<file path="src/i2a_pkg.sv">
package i2a_pkg;

  localparam int VALUE_WIDTH = 64;
  localparam int STORE_DEPTH = 20;
  localparam int DIG_BITS = STORE_DEPTH * 4;
  localparam int DIGIT_IDX_W = $clog2(STORE_DEPTH);
  // Magnitude bits are consumed four per conversion step.
  localparam int BITS_PER_STEP = 4;
  localparam int PAD_WIDTH = ((VALUE_WIDTH + BITS_PER_STEP - 1) / BITS_PER_STEP) * BITS_PER_STEP;
  localparam int CONV_STEPS = PAD_WIDTH / BITS_PER_STEP;
  localparam int STEP_CNT_W = $clog2(CONV_STEPS + 1);

  localparam logic [1:0] FMT_SDEC = 2'd0;
  localparam logic [1:0] FMT_UDEC = 2'd1;
  localparam logic [1:0] FMT_HEX  = 2'd2;

  localparam logic [6:0] CHAR_ZERO  = 7'h30;
  localparam logic [6:0] CHAR_X     = 7'h78;
  localparam logic [6:0] CHAR_MINUS = 7'h2d;
  localparam logic [6:0] CHAR_LA    = 7'h61;
  localparam logic [3:0] RADIX_DEC  = 4'd10;

  typedef enum logic [1:0] {
    SEL_ZERO,
    SEL_X,
    SEL_MINUS,
    SEL_DIGIT
  } sel_t;

  typedef struct packed {
    logic load;
    logic step;
    logic count;
    logic emit;
    sel_t sel;
    logic last;
  } cmd_t;

  typedef struct packed {
    logic hex;
    logic neg;
    logic steps_one;
    logic idx_zero;
    logic out_free;
  } stat_t;

endpackage

</file>
<file path="src/integer_to_ascii_formatter.sv">
// Formats one integer item as ASCII text, one character per output item, most
// significant first, with last set on the final character. action selects signed
// decimal (leading '-' when negative), unsigned decimal, or hex with a "0x"
// prefix and lowercase digits; codes with the high bit set format as hex. No
// leading zeros are written and at least one digit always is. A decimal item is
// accepted, converted in the binary-to-BCD unit (four bits per cycle through the
// shift-and-add-3 loop), its leading digit is found, and then its characters are
// sent one after another while the output is taken. A hex item skips the BCD
// unit. One item is worked on at a time; the next one is accepted as soon as the
// final character has entered the output register.
module integer_to_ascii_formatter
  import i2a_pkg::*;
(
  input  logic        clk,
  input  logic        rst,
  input  logic        in_valid,
  output logic        in_ready,
  input  logic [1:0]  action,
  input  logic [63:0] value,
  output logic        out_valid,
  input  logic        out_ready,
  output logic [6:0]  char_code,
  output logic        last
);

  cmd_t  cmd;
  stat_t stat;

  i2a_ctrl u_ctrl (
    .clk      (clk),
    .rst      (rst),
    .in_valid (in_valid),
    .in_ready (in_ready),
    .stat     (stat),
    .cmd      (cmd)
  );

  i2a_dpath u_dpath (
    .clk       (clk),
    .rst       (rst),
    .action    (action),
    .value     (value),
    .cmd       (cmd),
    .stat      (stat),
    .out_valid (out_valid),
    .out_ready (out_ready),
    .char_code (char_code),
    .last      (last)
  );

endmodule

</file>
<file path="src/i2a_ctrl.sv">
module i2a_ctrl
  import i2a_pkg::*;
(
  input  logic  clk,
  input  logic  rst,
  input  logic  in_valid,
  output logic  in_ready,
  input  stat_t stat,
  output cmd_t  cmd
);

  typedef enum logic [2:0] {
    ST_IDLE,
    ST_CONV,
    ST_COUNT,
    ST_PFX0,
    ST_PFXX,
    ST_MINUS,
    ST_DIGITS
  } state_t;

  state_t state;
  state_t state_next;

  assign in_ready = (state == ST_IDLE);

  always_comb begin
    state_next = state;
    cmd = '0;
    cmd.sel = SEL_DIGIT;
    unique case (state)
      ST_IDLE: begin
        if (in_valid) begin
          cmd.load = 1'b1;
          state_next = ST_CONV;
        end
      end
      ST_CONV: begin
        // Hex digits are loaded directly, so the add-3 loop is skipped.
        if (stat.hex) begin
          state_next = ST_COUNT;
        end else begin
          cmd.step = 1'b1;
          if (stat.steps_one) begin
            state_next = ST_COUNT;
          end
        end
      end
      ST_COUNT: begin
        cmd.count = 1'b1;
        if (stat.hex) begin
          state_next = ST_PFX0;
        end else if (stat.neg) begin
          state_next = ST_MINUS;
        end else begin
          state_next = ST_DIGITS;
        end
      end
      ST_PFX0: begin
        cmd.sel = SEL_ZERO;
        if (stat.out_free) begin
          cmd.emit = 1'b1;
          state_next = ST_PFXX;
        end
      end
      ST_PFXX: begin
        cmd.sel = SEL_X;
        if (stat.out_free) begin
          cmd.emit = 1'b1;
          state_next = ST_DIGITS;
        end
      end
      ST_MINUS: begin
        cmd.sel = SEL_MINUS;
        if (stat.out_free) begin
          cmd.emit = 1'b1;
          state_next = ST_DIGITS;
        end
      end
      ST_DIGITS: begin
        cmd.sel = SEL_DIGIT;
        cmd.last = stat.idx_zero;
        if (stat.out_free) begin
          cmd.emit = 1'b1;
          if (stat.idx_zero) begin
            state_next = ST_IDLE;
          end
        end
      end
      default: begin
        state_next = ST_IDLE;
      end
    endcase
  end

  always_ff @(posedge clk) begin
    if (rst) begin
      state <= ST_IDLE;
    end else begin
      state <= state_next;
    end
  end

  a_load_leaves_idle: assert property (@(posedge clk) disable iff (rst)
    (in_valid && in_ready) |=> !in_ready)
    else $error("controller stayed idle after taking an item");

  a_emit_needs_room: assert property (@(posedge clk) disable iff (rst)
    cmd.emit |-> stat.out_free)
    else $error("character emitted while output register is full");

  a_no_emit_idle: assert property (@(posedge clk) disable iff (rst)
    in_ready |-> !cmd.emit && !cmd.step)
    else $error("datapath command issued while idle");

  a_last_only_digit: assert property (@(posedge clk) disable iff (rst)
    (cmd.emit && cmd.last) |-> (cmd.sel == SEL_DIGIT))
    else $error("prefix character flagged as last");

endmodule

</file>
<file path="src/i2a_dpath.sv">
module i2a_dpath
  import i2a_pkg::*;
(
  input  logic                   clk,
  input  logic                   rst,
  input  logic [1:0]             action,
  input  logic [63:0]            value,
  input  cmd_t                   cmd,
  output stat_t                  stat,
  output logic                   out_valid,
  input  logic                   out_ready,
  output logic [6:0]             char_code,
  output logic                   last
);

  logic [STORE_DEPTH-1:0][3:0] digits;
  logic [PAD_WIDTH-1:0]        shift_in;
  logic [STEP_CNT_W-1:0]       step_cnt;
  logic [DIGIT_IDX_W-1:0]      digit_idx;
  logic                        hex;
  logic                        neg;

  logic [VALUE_WIDTH-1:0]      v;
  logic                        v_neg;
  logic [VALUE_WIDTH-1:0]      mag;
  logic [STORE_DEPTH-1:0][3:0] digits_step;
  logic [PAD_WIDTH-1:0]        shift_step;
  logic [DIGIT_IDX_W-1:0]      top_idx;
  logic [3:0]                  cur_digit;
  logic [6:0]                  digit_char;
  logic [6:0]                  sel_char;

  assign v = value[VALUE_WIDTH-1:0];
  assign v_neg = (action == FMT_SDEC) && v[VALUE_WIDTH-1];
  // The most negative value negates to itself, which read unsigned is its magnitude.
  assign mag = v_neg ? (~v + {{(VALUE_WIDTH-1){1'b0}}, 1'b1}) : v;

  // Four rounds of shift-and-add-3, one magnitude bit per round.
  always_comb begin
    digits_step = digits;
    shift_step = shift_in;
    for (int j = 0; j < BITS_PER_STEP; j++) begin
      for (int i = 0; i < STORE_DEPTH; i++) begin
        if (digits_step[i] >= 4'd5) begin
          digits_step[i] = digits_step[i] + 4'd3;
        end
      end
      {digits_step, shift_step} = {digits_step, shift_step} << 1;
    end
  end

  always_comb begin
    top_idx = '0;
    for (int i = 0; i < STORE_DEPTH; i++) begin
      if (digits[i] != 4'd0) begin
        top_idx = DIGIT_IDX_W'(i);
      end
    end
  end

  assign cur_digit = digits[digit_idx];
  assign digit_char = (cur_digit < RADIX_DEC) ? (CHAR_ZERO + {3'b000, cur_digit})
                                              : (CHAR_LA + {3'b000, cur_digit} - 7'd10);

  always_comb begin
    unique case (cmd.sel)
      SEL_ZERO:  sel_char = CHAR_ZERO;
      SEL_X:     sel_char = CHAR_X;
      SEL_MINUS: sel_char = CHAR_MINUS;
      SEL_DIGIT: sel_char = digit_char;
      default:   sel_char = digit_char;
    endcase
  end

  always_ff @(posedge clk) begin
    if (cmd.load) begin
      hex <= action[1];
      neg <= v_neg;
      step_cnt <= STEP_CNT_W'(CONV_STEPS);
      if (action[1]) begin
        digits <= DIG_BITS'(mag);
      end else begin
        digits <= '0;
      end
      shift_in <= PAD_WIDTH'(mag);
    end else if (cmd.step) begin
      digits <= digits_step;
      shift_in <= shift_step;
      step_cnt <= step_cnt - 1'b1;
    end
    if (cmd.count) begin
      digit_idx <= top_idx;
    end else if (cmd.emit && cmd.sel == SEL_DIGIT) begin
      digit_idx <= digit_idx - 1'b1;
    end
    if (cmd.emit) begin
      char_code <= sel_char;
      last <= cmd.last;
    end
  end

  always_ff @(posedge clk) begin
    if (rst) begin
      out_valid <= 1'b0;
    end else if (cmd.emit) begin
      out_valid <= 1'b1;
    end else if (out_ready) begin
      out_valid <= 1'b0;
    end
  end

  assign stat.hex = hex;
  assign stat.neg = neg;
  assign stat.steps_one = (step_cnt == STEP_CNT_W'(1));
  assign stat.idx_zero = (digit_idx == '0);
  assign stat.out_free = !out_valid || out_ready;

  a_idx_in_range: assert property (@(posedge clk) disable iff (rst)
    cmd.count |=> (digit_idx < DIGIT_IDX_W'(STORE_DEPTH)))
    else $error("leading digit index beyond the digit store");

  a_step_not_exhausted: assert property (@(posedge clk) disable iff (rst)
    cmd.step |-> (step_cnt != '0))
    else $error("conversion step issued after all bits were consumed");

endmodule

</file>
<file path="config.mk">
export PLATFORM = sky130hd
export DESIGN_NAME = integer_to_ascii_formatter
export DESIGN_NICKNAME = d
export VERILOG_FILES = /design/src/i2a_pkg.sv /design/src/integer_to_ascii_formatter.sv /design/src/i2a_ctrl.sv /design/src/i2a_dpath.sv
export SDC_FILE = /design/constraint.sdc
export NUM_CORES = 1
export LEC_CHECK = 0
export CAP_MARGIN = 0
export CELL_PAD_IN_SITES_DETAIL_PLACEMENT = 0
export CELL_PAD_IN_SITES_GLOBAL_PLACEMENT = 2
export CORE_UTILIZATION = 25
export DETAILED_ROUTE_END_ITERATION = 7
export DONT_BUFFER_PORTS = 1
export MAX_ROUTING_LAYER = met4
export PLACE_DENSITY = 0.56
export RECOVER_POWER = 100
export SYNTH_ARGS = -nofsm -noshare
export SYNTH_HDL_FRONTEND = slang
export SYNTH_HIERARCHICAL = 1
export SYNTH_SLANG_ARGS = --single-unit
</file>
<file path="constraint.sdc">
create_clock -name clk -period 5.4 [get_ports clk]
set_input_delay 0 -clock clk [delete_from_list [all_inputs] [get_ports clk]]
set_output_delay 0 -clock clk [all_outputs]
set_load 0.02 [all_outputs]
</file>
## After elaboration in Yosys (flattened, before gate mapping)

Cells that the tools add are included.

| operators by class | value |
|---|---|
| add/sub/neg operators | 86 |
| multipliers | 0 |
| divide/modulo/power cells | 0 |
| magnitude comparators | 82 |
| equality and inequality tests | 16 |
| shift-type cells | 0 |
| multiplexer cells | 130 |
| bitwise gates (word level) | 1 |
| reduce and logical (&&, ||, !) cells | 32 |

Operators with widths:

| operator | number |
|---|---|
| $mux W4 | 85 |
| $ge A4 B3 Y1 const B | 80 |
| $add A4 B2 Y4 const B | 76 |
| $mux W64 | 4 |
| $mux W80 | 2 |
| $reduce_bool A4 Y1 | 19 |
| $add A64 B1 Y64 const B | 1 |
| $not A64 Y64 | 1 |
| $mux W3 | 16 |
| $mux W5 | 6 |
| $pmux W7 S4 | 1 |
| $bmux W4 S5 | 1 |
| $pmux W3 S6 | 1 |
| $add A3 B2 Y3 const B | 4 |
| $pmux W3 S4 | 1 |
| $sub A5 B1 Y5 const B | 2 |
| $eq A3 B3 Y1 const B | 3 |
| $mux W1 | 9 |
| $add A6 B4 Y7 const A | 1 |
| $add A6 B5 Y7 const A | 1 |
| $mux W7 | 1 |
| $sub A7 B4 Y7 const B | 1 |
| $eq A3 B2 Y1 const B | 2 |
| $lt A5 B6 Y1 const B | 1 |
| 18 further kinds | 28 |

| storage, ports and cells | value |
|---|---|
| register bits | 168 |
| bits in latches | 0 |
| memory bits (writable) | 0 |
| memory bits (read-only) | 0 |
| input port bits | 70 |
| output and inout bits | 10 |
| word-level logic and storage cells | 376 |
| memories kept | 0 |

## Depth between registers and ports, before layout

Gate-level depths: netlist (run 1).

| logic depth | value |
|---|---|
| depth after elaboration | 21 |
| mapped depth | 21 |
| mapped depth without buffers | 21 |

## Modules after synthesis

Netlist (run 1), hierarchy kept.

Modules (own cells, without submodules):

| module | times used | cells each | area each (um^2) | sequential area each (um^2) |
|---|---|---|---|---|
| i2a_dpath | 1 | 2,308 | 18,547.8 | 4,894.7 |
| i2a_ctrl | 1 | 40 | 320.3 | 60.1 |

## Worst setup path after synthesis (run 1)

No wires, ideal clock.

| timing | value |
|---|---|
| path kind | reg-to-reg |
| start | register u_ctrl.state[1] |
| end | register u_dpath/digits[0] (netlist bit), enable pin |
| library setup time | 0.443 ns |
| data arrival time | 3.630 ns |
| data required time | 4.957 ns |
| path slack | 1.328 ns |
| stages on the path, launching flop included | 7 |
| path buffers | 3 |
| clock period less this slack | 4.072 ns |
| path through | dfxtp_1 > clkbuf_1 > nor3_1 > and2_1 > clkbuf_1 > clkbuf_1 > or2_2 |

RTL lines:

| item | line | RTL |
|---|---|---|
| from (decl) | i2a_ctrl.sv:22 | `state_t state;` |
| from (signal assigned) | i2a_ctrl.sv:100 | `state <= state_next;` |
| to (signal assigned) | i2a_dpath.sv:81 | `digits <= DIG_BITS'(mag);` |
| to (signal assigned) | i2a_dpath.sv:87 | `digits <= digits_step;` |
| to (decl) | i2a_dpath.sv:16 | `logic [STORE_DEPTH-1:0][3:0] digits;` |

==> metrics.txt, run 1 <==
status finished with violations; failing checks max-capacitance violations, max-slew violations; pin count of the biggest net entering global routing 133; most frequent cell after synthesis a21oi_1; largest family of logic cells by synthesized area compound AO/OA/AOI/OAI gates; Post-DRT Antenna Nets 0; clk buf depth 2; Seq/Total Area, Yosys 26.3%; Crit path arrival time 4.95 ns; vias per inst 5.31; Hold Violations, Final 0; R2R depth 5; clock latency on the worst-skew pair 0.50 ns; Min-Delay Path Class input pin to flop; CP Capture Type flop; Max Cap Viol 3; post-cts sizing count 0; setup_tns 0 ns; core footprint 0.0746 sq mm; crit start category flop; Post-Synth Simple-Gate Area 21.8%; Placer Congestion 0.803; ratio of cells with drive above 1 in the final layout 7.66%; DRT Pass-1 Iters 5; Chip Width 277 um; Post-synth top cells a21oi_1, nor2_1, nand2_1; Die ar. 0.0766 sq mm; CTS tree built; TritonCTS sink count 168; Synth Area in Adders 6.30%; FF+latch count, synth 168; count of flip-flops with a built-in enable after synthesis 159; RSZ-0062 raised after global routing false; mapped cell area 0.0189 sq mm; Worst Hold Depth 4; row count 100; HPWL after detailed placement 48200 um; post-synthesis compound-gate area fraction 28.5%; I/O Pins 80; Synth cell types 98; Tot GR Track Use 17.6%; Top FF cell, synth edfxtp_1; Yosys top cell by area edfxtp_1; Net Count, Synth 2513; DRT iter0 DRCs 1119; global-route wire length before repair 103000 um; post-synthesis xor/xnor area fraction 4.95%; Clock transition at path regs 0.08 ns; Setup Skew 0.0119 ns; max-slew violation count 142; FF-to-FF setup slack 0.71 ns; Die Ht 277 um; post-layout min period 4.69 ns; synth warn 6; Antenna Cells 0; hold-critical path endpoint u_dpath/shift_in[46]; # hold bufs at CTS 74; antenna violations before repair 1; nets 2516; DRC 0; actual slew at the worst max-slew pin 3.75 ns; starting density of the core 25.3%; syn avg cell area 8.04 sq um; Worst Setup Path Type flop to flop; CP max stage delay 1.55 ns; CTS buffer count 17; fmax 0.213 GHz; Worst R2R Start u_ctrl/state[2]; postcts setup bufs 0; number of port buffers 0; crit-path cells nor3_1 -> and2_0 -> inv_2 -> o2bb2ai_1 -> dlygate4sd3_1; crit-path max FO 34; routed length per instance 19.8 um; max_slew headroom -150%; final WL 66100 um; routed via count 17700; asr flop ratio synth 0%; GR Overflow Total 0; Period Utilization, post-route 86.9%; Synth-to-Final Area Change 11.7%; final setup fails 0; multiplexer share of the synthesized area 7.27%; startpoint of the worst hold path value[45]; slowest stage cell, crit path and2_0; vias in the first global route 17200; CTS root buf clkbuf_16; Worst EP required 5.66 ns; FF-to-FF End u_dpath/shift_in[63]; leading post-synthesis cells by cell area edfxtp_1, ha_1, a21oi_1, nor2_1, nand2_1; H-tree Lvls 4; fill cell count 8042; Cells after Synth 2348; Synth top area share 25.3%
[worst max-delay path: cells and delay by family (launching register included)]
kind / cells / cell delay, ns
AND/OR/NAND/NOR: 2 / 2.20
buffers and inverters: 2 / 1.45
flip-flops: 1 / 0.45
AO/OA/AOI/OAI: 1 / 0.33
[worst max-delay path by stage]
stage | startpoint | to | slack [ns] | cells after the start
2_1_floorplan | u_ctrl/state[1] | u_dpath/digits[0] | 1.33 | 6
3_3_place_gp | u_dpath/digits[68] | u_dpath/digits[73] | 1.02 | 18
3_5_place_dp | u_dpath/digits[68] | u_dpath/digits[74] | 0.84 | 17
4_1_cts | u_dpath/digits[68] | u_dpath/digits[73] | 0.80 | 18
5_1_grt | u_ctrl/state[2] | u_dpath/digits[16] | 0.23 | 5
6_report | u_ctrl/state[2] | u_dpath/shift_in[63] | 0.71 | 5
[per-layer routing]
layer | up-vias | part of all wire [%] | track usage, %
li1 | 8797 | - | -
met1 | 8584 | 49 | 23.7
met2 | 267 | 46 | 27.8
met3 | 45 | 3.0 | 2.40
met4 | 0 | 1.8 | 4.44
met5 | - | 0 | -
[sequential cells by signal, summed over array words and instances, names as in the netlist]
signal and count:
u_dpath/digits 80, u_dpath/shift_in 64, u_dpath/char_code 7, u_dpath/digit_idx 5
u_dpath/step_cnt 5, u_ctrl/state 3, u_dpath/hex 1, u_dpath/last 1
u_dpath/neg 1, u_dpath/out_valid 1
[kinds of logic (layout without fill, tap and decap cells)]
group	Yosys count	in the layout
simple gates	828	828
compound gates	815	815
buf+inv	232	248
flops	168	168
xor+xnor	105	105
mux	104	104
fa+ha+maj	95	95
other cells	1	1
[area by class of cell]
| class | count | area [sq um] | share of cell area [%] |
|---|---|---|---|
| multi-input combinational | 1948 | 13000 | 61.6 |
| sequential | 168 | 4950 | 23.5 |
| tap | 969 | 1210 | 5.75 |
| timing repair buffer | 88 | 836 | 3.97 |
| inverter | 128 | 480 | 2.28 |
| clock buffer | 17 | 425 | 2.02 |
| clock inverter | 15 | 175 | 0.831 |
[cells in the final DEF, fill, tap and decap left out, types with 26 or more instances in the layout]
master,n
nor2b_1,27
o31ai_1,30
o211ai_1,28
ha_1,95
a21oi_1,232
o21ai_0,153
nor3_1,54
a31oi_1,37
nand2b_1,56
mux2i_1,53
nand2_1,204
xnor2_1,74
dlygate4sd3_1,73
xor2_1,29
nand3_1,85
nor2_1,223
inv_1,127
and3_1,33
edfxtp_1,159
o21a_1,26
or2_2,33
a211oi_1,65
[metrics by stage]
step	setup WS [ns]	hold slack, ns	instance area, sq um	utilization [%]	instances
after floorplan	1.33	0.0691	18900	-	2348
after global placement	1.02	0.0720	19800	26.5	3227
after detailed placement	0.840	0.0724	19800	26.5	3227
after CTS	0.805	0.00191	21100	28.3	3333
after global routing	0.229	0.0433	21100	28.3	3333
final	0.709	0.0346	21100	28.3	3333
Power of run 1 is left out: the tool's default activity adds up to more than one toggle a clock period on the data nets, which glitch-free logic cannot reach.
==> run 2, diff against run 1 <==
Clock period 5.4 ns to 5.7 ns, I/O delays scaled along.
==> run 2 against run 1 <==
The flow still finishes with violations (max-capacitance violations, max-slew violations); clock skew increased by 0.0028 ns; critical path depth decreased by 1; global-route usage about the same; hold slack improved by 0.014 ns; clock-buffer cell count increased by 2; die area unchanged; critical endpoint is now u_dpath/shift_in[6]; highest routed layer unchanged.
==> metrics.txt, run 2 (synthesized netlist as in run 1, its figures left out) <==
max-slew violation count 180 (was 142); TritonCTS sink count 168 (unchanged); actual slew at the worst max-slew pin 3.78 ns (was 3.75 ns); core footprint 0.0746 sq mm (unchanged); starting density of the core 25.3% (unchanged); R2R depth 4 (was 5); fill cell count 8034 (was 8042); Chip Width 277 um (unchanged); max reg flops 80 (unchanged); most common cell after layout, fill and taps aside a21oi_1 (unchanged); Worst path depth 4 (was 5); CTS buffer count 17 (unchanged); fmax 0.208 GHz (was 0.213 GHz); Finished Core Util 28.3% (about the same); crit start category flop (unchanged); most frequent cells in the layout a21oi_1, nor2_1, nand2_1, edfxtp_1, o21ai_0 (unchanged); RSZ-0062 raised after global routing false (unchanged); status finished with violations (unchanged); post-cts sizing count 0 (unchanged); number of port buffers 0 (unchanged); Period Utilization, post-route 84.5% (was 86.9%); Worst EP required 5.82 ns (was 5.66 ns); Clock transition at path regs 0.08 ns (about the same); slowest stage cell, crit path and2_0 (unchanged); Worst Setup Path Type flop to flop (unchanged); clk buf depth 2 (unchanged); Die Ht 277 um (unchanged); DRT Pass-1 Iters 5 (unchanged); final setup fails 0 (unchanged); clock latency on the worst-skew pair 0.50 ns (about the same); Crit path buffers/inverters 1 (was 2); row count 100 (unchanged); top flop regs u_dpath/digits: 80 flops, u_dpath/shift_in: 64 flops, u_dpath/char_code: 7 flops (unchanged); nets 2517 (was 2516); Setup Skew 0.0147 ns (was 0.0119 ns); Most flops, register u_dpath/digits (unchanged); Post-DRT Antenna Nets 0 (unchanged); max_slew headroom -152% (was -150%); global-route wire length before repair 102000 um (was 103000 um); setup_tns 0 ns (unchanged); CTS root buf clkbuf_16 (unchanged); final WL 66400 um (was 66100 um); crit-path max FO 40 (was 34); Worst Hold Depth 4 (unchanged); Die ar. 0.0766 sq mm (unchanged); vias in the first global route 17100 (was 17200); # hold bufs at CTS 75 (was 74); Crit path max-delay family simple AND/OR/NAND/NOR gates (unchanged); routed via count 17700 (about the same); routed length per instance 19.9 um (was 19.8 um); CTS tree built (unchanged); Hold Violations, Final 0 (unchanged); post-layout min period 4.82 ns (was 4.69 ns); Crit path arrival time 4.94 ns (was 4.95 ns); Final Instance Count excl. Fillers 3338 (was 3333); failing checks max-capacitance violations, max-slew violations (unchanged); Min-Delay Path Class input pin to flop (unchanged); postcts setup bufs 0 (unchanged); vias per inst 5.30 (was 5.31); pin count of the biggest net entering global routing 90 (was 133); GR Overflow Total 0 (unchanged); CP Capture Type flop (unchanged); Max Cap Viol 3 (unchanged); DRT iter0 DRCs 1110 (was 1119); Tot GR Track Use 17.6% (about the same); HPWL after detailed placement 48900 um (was 48200 um); DRC 0 (unchanged); Placer Congestion 0.815 (was 0.803); placed insts 3227 (unchanged); I/O Pins 80 (unchanged); H-tree Lvls 4 (unchanged); CP max stage delay 1.35 ns (was 1.55 ns); crit-path cells nor3_1 -> and2_0 -> or2_2 -> clkbuf_2 (was nor3_1 -> and2_0 -> inv_2 -> o2bb2ai_1 -> dlygate4sd3_1); ratio of cells with drive above 1 in the final layout 7.70% (was 7.66%); antenna violations before repair 4 (was 1); Synth-to-Final Area Change 11.8% (was 11.7%)
run 2: cell type report:
type / count / area [sq um] / share of cell area, %
Clock buffer: 19 / 443 / 2.10
Sequential cell: 168 / 4950 / 23.5
Multi-Input combinational cell: 1948 / 13000 / 61.6
Clock inverter: 13 / 154 / 0.730
Inverter: 128 / 480 / 2.28
Antenna cell: 4 / 10.0 / 0.0475
Timing Repair Buffer: 89 / 850 / 4.03
Tap cell: 969 / 1210 / 5.75
run 2: worst register-to-register path: stages (launching register included):
cell	delay, ns
dfxtp_1	0.46
nor3_1	0.63
and2_0	1.35
or2_2	1.24
clkbuf_2	0.75
run 2: worst paths after layout:
path | from | end | slack [ns]
setup / recovery | u_ctrl/state[2] | u_dpath/shift_in[6] | 0.88
hold / removal | value[54] | u_dpath/shift_in[57] | 0.05
setup reg to reg | u_ctrl/state[2] | u_dpath/shift_in[6] | 0.88
hold reg to reg | u_dpath/step_cnt[1] | u_dpath/step_cnt[1] | 0.51
run 2: routing by layer:
metal | GRT usage, % | vias to the layer above | routed length (um) | share of wire [%]
met1 | 23.3 | 8601 | 32500 | 49
met2 | 28.4 | 237 | 31000 | 47
li1 | - | 8814 | - | -
met4 | 3.92 | 0 | 777 | 1.2
met3 | 2.57 | 38 | 2080 | 3.1
met5 | - | - | 0 | 0
run 2: metrics by stage:
stage,instance area [sq um],hold WS [ns],setup slack [ns]
after CTS,21100,0.00259,1.19
after detailed placement,19800,0.0734,1.21
after floorplan,18900,0.0691,1.63
after global routing,21100,0.0390,0.400
after global placement,19800,0.0712,1.30
final,21100,0.0482,0.882
Power of run 2 is left out for the same reason.
